--- src/rsort_pkg.sv ---
// Package for the record insertion sorter.
// Beat types, stored record type and cell control; no dependencies.

package rsort_pkg;

  localparam int DEPTH_DEF = 64;

  typedef struct packed {
    logic [13:0] year;
    logic [8:0]  day_of_year;
    logic [31:0] money_bits;
    logic [31:0] hours_bits;
    logic [3:0]  month;
    logic [4:0]  day;
    logic        last;
  } in_beat_t;

  typedef struct packed {
    logic [13:0] out_year;
    logic [8:0]  out_day_of_year;
    logic [31:0] out_money_bits;
    logic [31:0] out_hours_bits;
    logic [3:0]  out_month;
    logic [4:0]  out_day;
    logic        out_last;
    logic        out_overflow;
  } out_beat_t;

  typedef struct packed {
    logic [13:0] year;
    logic [8:0]  day_of_year;
    logic [31:0] money_bits;
    logic [31:0] hours_bits;
    logic [3:0]  month;
    logic [4:0]  day;
  } rec_t;

  typedef struct packed {
    logic ins;
    logic shift;
  } ctrl_t;

endpackage

--- src/rsort_cell.sv ---
// One slot of the sorting chain: holds a record, compares it with the
// arriving one, and passes records to its neighbors. Uses rsort_pkg.

module rsort_cell #(
  parameter int IDX = 0,
  parameter int CW  = 7
) (
  input  logic           clk,
  input  rsort_pkg::ctrl_t ctrl,
  input  logic [CW-1:0]  count,
  input  rsort_pkg::rec_t new_rec,
  input  logic           prev_gt,
  input  rsort_pkg::rec_t prev_rec,
  input  rsort_pkg::rec_t next_rec,
  output logic           gt,
  output rsort_pkg::rec_t rec
);
  import rsort_pkg::*;

  logic occupied;

  assign occupied = CW'(IDX) < count;
  assign gt = !occupied ||
              ({rec.year, rec.day_of_year} > {new_rec.year, new_rec.day_of_year});

  always_ff @(posedge clk) begin
    if (ctrl.shift) begin
      rec <= next_rec;
    end else if (ctrl.ins && gt) begin
      rec <= prev_gt ? prev_rec : new_rec;
    end
  end

endmodule

--- config.mk ---
export PLATFORM = sky130hd
export DESIGN_NAME = rsort_cell
export DESIGN_NICKNAME = d
export VERILOG_FILES = /design/src/rsort_pkg.sv /design/src/rsort_cell.sv
export SDC_FILE = /design/constraint.sdc
export NUM_CORES = 1
export LEC_CHECK = 0
export BUFFER_PORTS_ARGS = -buffer_cell sky130_fd_sc_hd__buf_2
export CAP_MARGIN = 20
export CORE_AREA = 4 4 150 152
export CTS_BUF_LIST = sky130_fd_sc_hd__clkbuf_4
export CTS_CLUSTER_DIAMETER = 40
export DETAILED_ROUTE_END_ITERATION = 6
export DIE_AREA = 0 0 154 156
export GPL_ROUTABILITY_DRIVEN = 0
export PLACE_DENSITY = 0.64
export SYNTH_ARGS = -nofsm -noshare
export SYNTH_HDL_FRONTEND = slang
export SYNTH_SLANG_ARGS = --single-unit
--- constraint.sdc ---
create_clock -name clk -period 6.1 [get_ports clk]
set_input_delay 1.525 -clock clk [delete_from_list [all_inputs] [get_ports clk]]
set_output_delay 1.525 -clock clk [all_outputs]
set_load 0.02 [all_outputs]
After elaboration in Yosys (flattened, before gate mapping)
Cells that the tools add are included.
Cells by class
  $lt $le $gt $ge: 2
  multiplexer cells: 3
  reductions and logical operators: 4
Operators with widths (number)
  2-to-1 mux 96 bit: 3
  greater-than comparator 23 bit: 1
  less-than comparator 1 x 7 -> 1 bit, first input constant: 1
  nonzero test 2 bit: 1
  logical AND 1 bit: 1
  logical NOT 1 bit: 1
  logical OR 1 bit: 1
Storage, ports and cells
  register bits: 96
  input bits: 299
  output and inout port bits: 97

Depth between registers and ports, before layout
Gate-level depths: netlist (run 1).
  depth after elaboration: 6
  mapped depth: 7
  gate-level depth less buffers: 7

Worst setup path after synthesis (run 1)
Ideal clock, no wire load.
  kind: input to register
  from: input port new_rec[95] (netlist bit)
  to: register rec[0] (netlist bit) (enable)
  setup time: 0.464 ns
  data arrival time: 4.831 ns
  data required time: 5.636 ns
  path slack: 0.805 ns
  stages on the path: 7
  cell sequence: inv_1 ha_1 nand4_1 nor4_1 o21a_1 or4_1 a31o_1
Between the ends
  longest elaborated chain between the ends: 4
Ends and longest elaborated chain
  start: declaration: line rsort_cell.sv:11  | input rsort_pkg::rec_t new_rec,
  greater-than comparator 23 bit: line rsort_cell.sv:24  | ({rec.year, rec.day_of_year} > {new_rec.year, new_rec.day_of_year});
  logical OR 1 bit: line rsort_cell.sv:23  | assign gt = !occupied ||
  logical AND 1 bit: line rsort_cell.sv:29  | end else if (ctrl.ins && gt) begin
  nonzero test 2 bit (no line)
  end signal: assignment: line rsort_cell.sv:28  | rec <= next_rec;
  end signal: assignment: line rsort_cell.sv:30  | rec <= prev_gt ? prev_rec : new_rec;
  end: declaration: line rsort_cell.sv:16  | output rsort_pkg::rec_t rec
Every way passes these cells.
A chain may end at the register's enable or synchronous reset.

Final worst setup path (run 1)
  from: input port new_rec[95] (netlist bit)
  to: output port gt
Between the ends
  longest elaborated chain between the ends: 2
Ends and longest elaborated chain
  greater-than comparator 23 bit: line rsort_cell.sv:24
  logical OR 1 bit: line rsort_cell.sv:23
  end: declaration: line rsort_cell.sv:15  | output logic gt,
Every way passes these cells.

==> flow_summary.ini, run 1 <==
[drt]
drt_first_iter_violations = 341
drtPass1Iterations = 4
vias_per_instance = 4.40
avgRoutedWirePerCell_um = 15.7
drc_errors = 0
drtAntennaViolNets = 0
wirelength_um = 18300
route.vias.total = 5142

[die]
chipHeight_um = 156
floorplan.initialDensity_pct = 26.0
core_mm2 = 0.0210
dieArea_mm2 = 0.0240
die_w_um = 154
std_cell_rows = 53
io-pin-count = 396

[setup_path]
critPathBufInv = 3
kind_of_end_point_of_the_critical_path = primary output
critical_path_peak_fanout = 5
worst_ep_required_time_ns = 4.58
startpoint_of_the_lowest_slack_register_to_register_path = rec[95]$_DFFE_PP_
worst-path-stages = 9
timing.critical_path.arrival_ns = 3.28
regToRegSetupSlack_ns = 2.94
capture_point_of_the_critical_path = gt
launching_instance_or_port_of_the_critical_path = new_rec[95]
timing_worst_setup_path_type = input port to primary output
worstReg2RegEnd = rec[52]$_DFFE_PP_
timing.critical_path.cells = buf_2 > inv_1 > ha_1 > nand4_1 > nor4_1 > o21a_1 > nor4_1 > o21ai_0 > buf_2
setup.worst_path.start_class = input port
critical_path_slowest_stage_cell = sky130_fd_sc_hd__nor4_1
critPathTopFamily = simple AND/OR/NAND/NOR gates
critical_path.max_stage_delay_ns = 0.44
rr_worst_depth = 7

[synthesis]
synth-warning-count = 0
netlist.top_cell.by_area = sky130_fd_sc_hd__edfxtp_1
synth_area_mm2 = 0.00546
synthDominantCellAreaShare_pct = 52.8
synth_xor_area_share_pct = 0
synth_compound_gate_area_share_pct = 11.2
syn_avg_cell_area_um2 = 10.8
synth_seq_area_share_pct = 52.8
synthFlopType = sky130_fd_sc_hd__edfxtp_1
number_of_instances_in_the_synthesized_netlist = 506
synth_top_family_by_area = multiplexers
synth.net_count = 828
ys_async_sr_fraction_pct = 0
netlist_top_cells_count = sky130_fd_sc_hd__nand2_1 (101), sky130_fd_sc_hd__o21ai_0 (101), sky130_fd_sc_hd__edfxtp_1 (96), sky130_fd_sc_hd__mux2i_1 (96)
synth.area.top_cells = sky130_fd_sc_hd__edfxtp_1 (53%), sky130_fd_sc_hd__mux2i_1 (18%), sky130_fd_sc_hd__o21ai_0 (9.3%)
yosys-mux-area-fraction_pct = 17.6
synth_enable_flop_cells = 96
post_synth_fa_ha_maj_area_fraction_pct = 5.27
register_bit_total_from_synthesis = 96
simple_gate_area_share_of_the_yosys_netlist_pct = 8.96
netlist-cell-type-count = 26

[global_routing]
grt.total_usage_pct = 14.1
grt_first_pass_wirelength_um = 26600
grt_max_degree = 106
grt_pass1_vias = 4938
antenna_found_initial = 2
grt.overflow.total = 0

[sta]
worst-slew-pin-transition_ns = 0.873
totalNegativeSetupSlack_ns = 0
fmax_mhz = 208
worst_slack_ns = 1.29
final_hold_viol_count = 0
clock_skew_ns = 0.0330
fin_crit_ns = 4.81
setup_viol = 0
final_max_slew_viol_count = 0
slew-limit-headroom_pct = 41.8
grt_setup_unrepaired = false
post-route-period-util_pct = 78.8

[finish]
reg.largest.list = rec: 96 flops
drive_above_1_share_pct = 47.3
layout.nets = 1208
synthToLayoutAreaGrowth_pct = 44.1
max_reg_flops = 96
largest_register = rec

[clock_tree]
post_cts_hold_buffer_count = 0
root_buffer = sky130_fd_sc_hd__clkbuf_4
clock-sinks = 96
clock_path_buffers = 2
post_cts_resized = 0
cts_setup_buffers = 0
tritoncts = done
clkLatencyLatePin_ns = 0.47
path_clk_slew_ns = 0.18
count_of_h_tree_levels_built_during_cts = 3
tritoncts.num_buffers = 9

[job]
timing.max_cap.violations = 0

[placed_design]
numPortBuffers = 395
post-dp-hpwl_um = 15000
post-place-ws_ns = 1.34

[run_status]
run_status = completed

[power_and_ir_drop]
ir_drop_mv = 0.0850
leakage_nw = 3.95
power_density_mw_per_mm2 = 213

[hold_path]
hp-class = input port to register
where the power goes:
part           switching, W  internal [W]  total (W)
Combinational      0.000279      0.000189   0.000467
Sequential        0.0000215      0.000816   0.000838
Clock              0.000239      0.000135   0.000374
routing by layer:
layer / vias up / part of all wire (%) / global-route usage (%)
met1: 2287 / 40 / 16.9
met2: 239 / 51 / 25.1
met5: - / 0 / 0
met4: 0 / 1.7 / 3.95
li1: 2599 / - / -
met3: 17 / 7.8 / 3.63
per-stage QoR:
step | hold slack [ns] | cell area (µm²) | util [%] | instances | power (W)
after global routing | 1.28 | 7870 | 37.4 | 1168 | 0.00178
after detailed placement | 1.65 | 7710 | 36.7 | 1150 | 0.00133
after floorplan | 1.71 | 5460 | - | 506 | 0.00111
final | 1.32 | 7870 | 37.4 | 1168 | 0.00168
after CTS | 1.26 | 7860 | 37.4 | 1166 | 0.00171
after global placement | 1.64 | 7710 | 36.7 | 1150 | 0.00132
final cells by class:
cell class / instances / area (µm²)
fill: 2155 / 13200
sequential: 96 / 2880
multi-input combinational: 355 / 2360
timing repair buffer: 401 / 2040
tap: 275 / 344
inverter: 23 / 86.3
clock buffer: 10 / 75.1
clock inverter: 6 / 73.8
antenna: 2 / 5.00
cells in the final DEF (no fill, tap or decap), drive strengths merged, types with 4 or more instances in the layout:
cell type  Yosys  final
a21oi          9      9
buf           11    401
clkbuf        21     10
edfxtp        96     96
ha            23     23
inv           23     26
mux2i         96     96
nand2        102    102
nand4          4      4
o21ai        101    101
logic make-up after synthesis:
kind of cell,count (synthesis)
AOI/OAI and AO/OA,118
buffers and inverters,55
adders and majority gates,23
muxes,96
and+or+nand+nor,118
DFF,96
tightest hold or removal path, delay by kind of cell:
family                 cells  cell delay [ns]
and+or+nand+nor            1             0.04
buffers and inverters      1             0.07
AOI/OAI and AO/OA          1             0.06
worst min-delay path by stage:
stage	end	startpoint	cells past startpoint
6_report	rec[59]$_DFFE_PP_	next_rec[59]	3
4_1_cts	rec[28]$_DFFE_PP_	next_rec[28]	3
3_3_place_gp	rec[85]$_DFFE_PP_	rec[75]$_DFFE_PP_	5
3_5_place_dp	rec[92]$_DFFE_PP_	rec[75]$_DFFE_PP_	5
5_1_grt	rec[16]$_DFFE_PP_	next_rec[16]	3
2_1_floorplan	rec[93]$_DFFE_PP_	next_rec[93]	2
Note: power is estimated with default switching activity, not from simulation.
==> run 2: changes to the inputs <==
- clock period: 6.1 -> 4.97 ns (I/O delays scaled with it)
==> flow_summary.ini, run 2 (same netlist as run 1, synthesis figures left out) <==
[run_status]
run_status = completed

[global_routing]
grt.overflow.total = 0
grt_max_degree = 95
grt_first_pass_wirelength_um = 26800
antenna_found_initial = 1
grt_pass1_vias = 5005
grt.total_usage_pct = 14.3

[power_and_ir_drop]
share_comb_of_total_power_pct = 27.9
leakage_nw = 3.94
p_clk_share_pct = 21.7
power_density_mw_per_mm2 = 260
ir_drop_mv = 0.140
seqPwrFrac_pct = 50.4
power.switching_fraction_pct = 31.7
pint_w = 0.00139
switching_power_w = 0.000646

[clock_tree]
root_buffer = sky130_fd_sc_hd__clkbuf_4
cts_setup_buffers = 0
clkLatencyLatePin_ns = 0.46
tritoncts = done
clock_path_buffers = 2
tritoncts.num_buffers = 9
post_cts_hold_buffer_count = 0
count_of_h_tree_levels_built_during_cts = 3
path_clk_slew_ns = 0.17
clock-sinks = 96
post_cts_resized = 0

[hold_path]
worst_hold_startpoint = next_rec[57]
hp-class = input port to register
hold_depth = 3
hold_path_end = rec[57]$_DFFE_PP_

[drt]
vias_per_instance = 4.35
avgRoutedWirePerCell_um = 15.7
drtAntennaViolNets = 0
route.vias.total = 5072
drtPass1Iterations = 4
wirelength_um = 18300
drc_errors = 0
drt_first_iter_violations = 275

[sta]
setup_viol = 0
totalNegativeSetupSlack_ns = 0
final_hold_viol_count = 0
fin_crit_ns = 4.30
grt_setup_unrepaired = false
fmax_mhz = 232
final_max_slew_viol_count = 0
slew-limit-headroom_pct = 46.1
clock_skew_ns = 0.0275
post-route-period-util_pct = 86.6
worst-slew-pin-transition_ns = 0.808

[die]
std_cell_rows = 53
floorplan.initialDensity_pct = 26.0
core_mm2 = 0.0210
chipHeight_um = 156
io-pin-count = 396
die_w_um = 154
dieArea_mm2 = 0.0240

[finish]
final_design_area_no_fill_mm2 = 0.00785
drive_above_1_share_pct = 47.1
final_common_cell = sky130_fd_sc_hd__buf_2
largest_register = rec
synthToLayoutAreaGrowth_pct = 43.8
commonest_cells_after_routing_fill_and_taps_aside = sky130_fd_sc_hd__buf_2 (393), sky130_fd_sc_hd__nand2_1 (101), sky130_fd_sc_hd__o21ai_0 (101)
reg.largest.list = rec: 96 flops
max_reg_flops = 96
layout.nets = 1207

[placed_design]
numPortBuffers = 395
placement.cell_area_mm2 = 0.00770
post-dp-hpwl_um = 15200

[setup_path]
timing_worst_setup_path_type = input port to primary output
startpoint_of_the_lowest_slack_register_to_register_path = rec[95]$_DFFE_PP_
worst_ep_required_time_ns = 3.73
critical_path_peak_fanout = 5
worstReg2RegEnd = rec[66]$_DFFE_PP_
kind_of_end_point_of_the_critical_path = primary output
regToRegSetupSlack_ns = 1.76
rr_worst_depth = 7
timing.critical_path.arrival_ns = 3.06
setup.worst_path.start_class = input port

[job]
timing.max_cap.violations = 0
[run 2: cell types whose count changed in the layout (fill, tap and decap cells not counted)]
cell / change
sky130_fd_sc_hd__buf_4: -1
sky130_fd_sc_hd__inv_6: -2
sky130_fd_sc_hd__clkinv_1: +1
sky130_fd_sc_hd__diode_2: -1
sky130_fd_sc_hd__clkinv_4: +1
[run 2: power groups by stage]
stage / Sequential [W] / Combinational [W] / Clock [W]
floorplan: 0.00116 / 0.000191 / 0
global placement: 0.00105 / 0.000574 / 0
detailed placement: 0.00105 / 0.000580 / 0
CTS: 0.00103 / 0.000581 / 0.000474
global route: 0.00104 / 0.000630 / 0.000512
finish: 0.00103 / 0.000569 / 0.000442
[run 2: metal layers]
metal	track usage (%)	wire [µm]	part of all wire, %	up-vias
met1	17.1	7270	40	2240
met4	3.03	140	0.76	0
met3	3.83	1380	7.5	10
li1	-	-	-	2595
met5	0	0	0	-
met2	25.7	9530	52	227
[run 2: layout make-up]
| type | count | area (µm²) |
|---|---|---|
| Fill cell | 2146 | 13200 |
| Sequential cell | 96 | 2880 |
| Multi-Input combinational cell | 355 | 2360 |
| Timing Repair Buffer | 400 | 2030 |
| Tap cell | 275 | 344 |
| Inverter | 23 | 86.3 |
| Clock buffer | 10 | 75.1 |
| Clock inverter | 6 | 68.8 |
| Antenna cell | 1 | 2.50 |
[run 2: worst max-delay path by stage]
stage / end / cells after the start / startpoint / slack [ns]
3_5_place_dp: gt / 9 / new_rec[95] / 0.68
6_report: gt / 9 / new_rec[95] / 0.67
2_1_floorplan: rec[0]$_DFFE_PP_ / 7 / new_rec[95] / 0.88
3_3_place_gp: gt / 9 / new_rec[95] / 0.71
4_1_cts: gt / 9 / new_rec[95] / 0.67
5_1_grt: gt / 9 / new_rec[94] / 0.49
[run 2: worst max-delay path, cell delays in order]
cell                      delay (ns)
sky130_fd_sc_hd__buf_2          0.10
sky130_fd_sc_hd__inv_1          0.04
sky130_fd_sc_hd__ha_1           0.30
sky130_fd_sc_hd__nand4_1        0.22
sky130_fd_sc_hd__nor4_1         0.55
sky130_fd_sc_hd__o21a_1         0.21
sky130_fd_sc_hd__nor4_1         0.04
sky130_fd_sc_hd__o21ai_0        0.16
sky130_fd_sc_hd__buf_2          0.20
[run 2: stage by stage]
stage                     utilization (%)  worst slack, ns  power (W)  hold WS (ns)  instances
after CTS                            37.3            0.665    0.00208         0.972       1165
after global placement               36.7            0.715    0.00162          1.52       1149
final                                37.3            0.668    0.00204          1.04       1166
after global routing                 37.3            0.490    0.00218         0.967       1166
after floorplan                         -            0.884    0.00135          1.43        506
after detailed placement             36.7            0.677    0.00163          1.52       1149
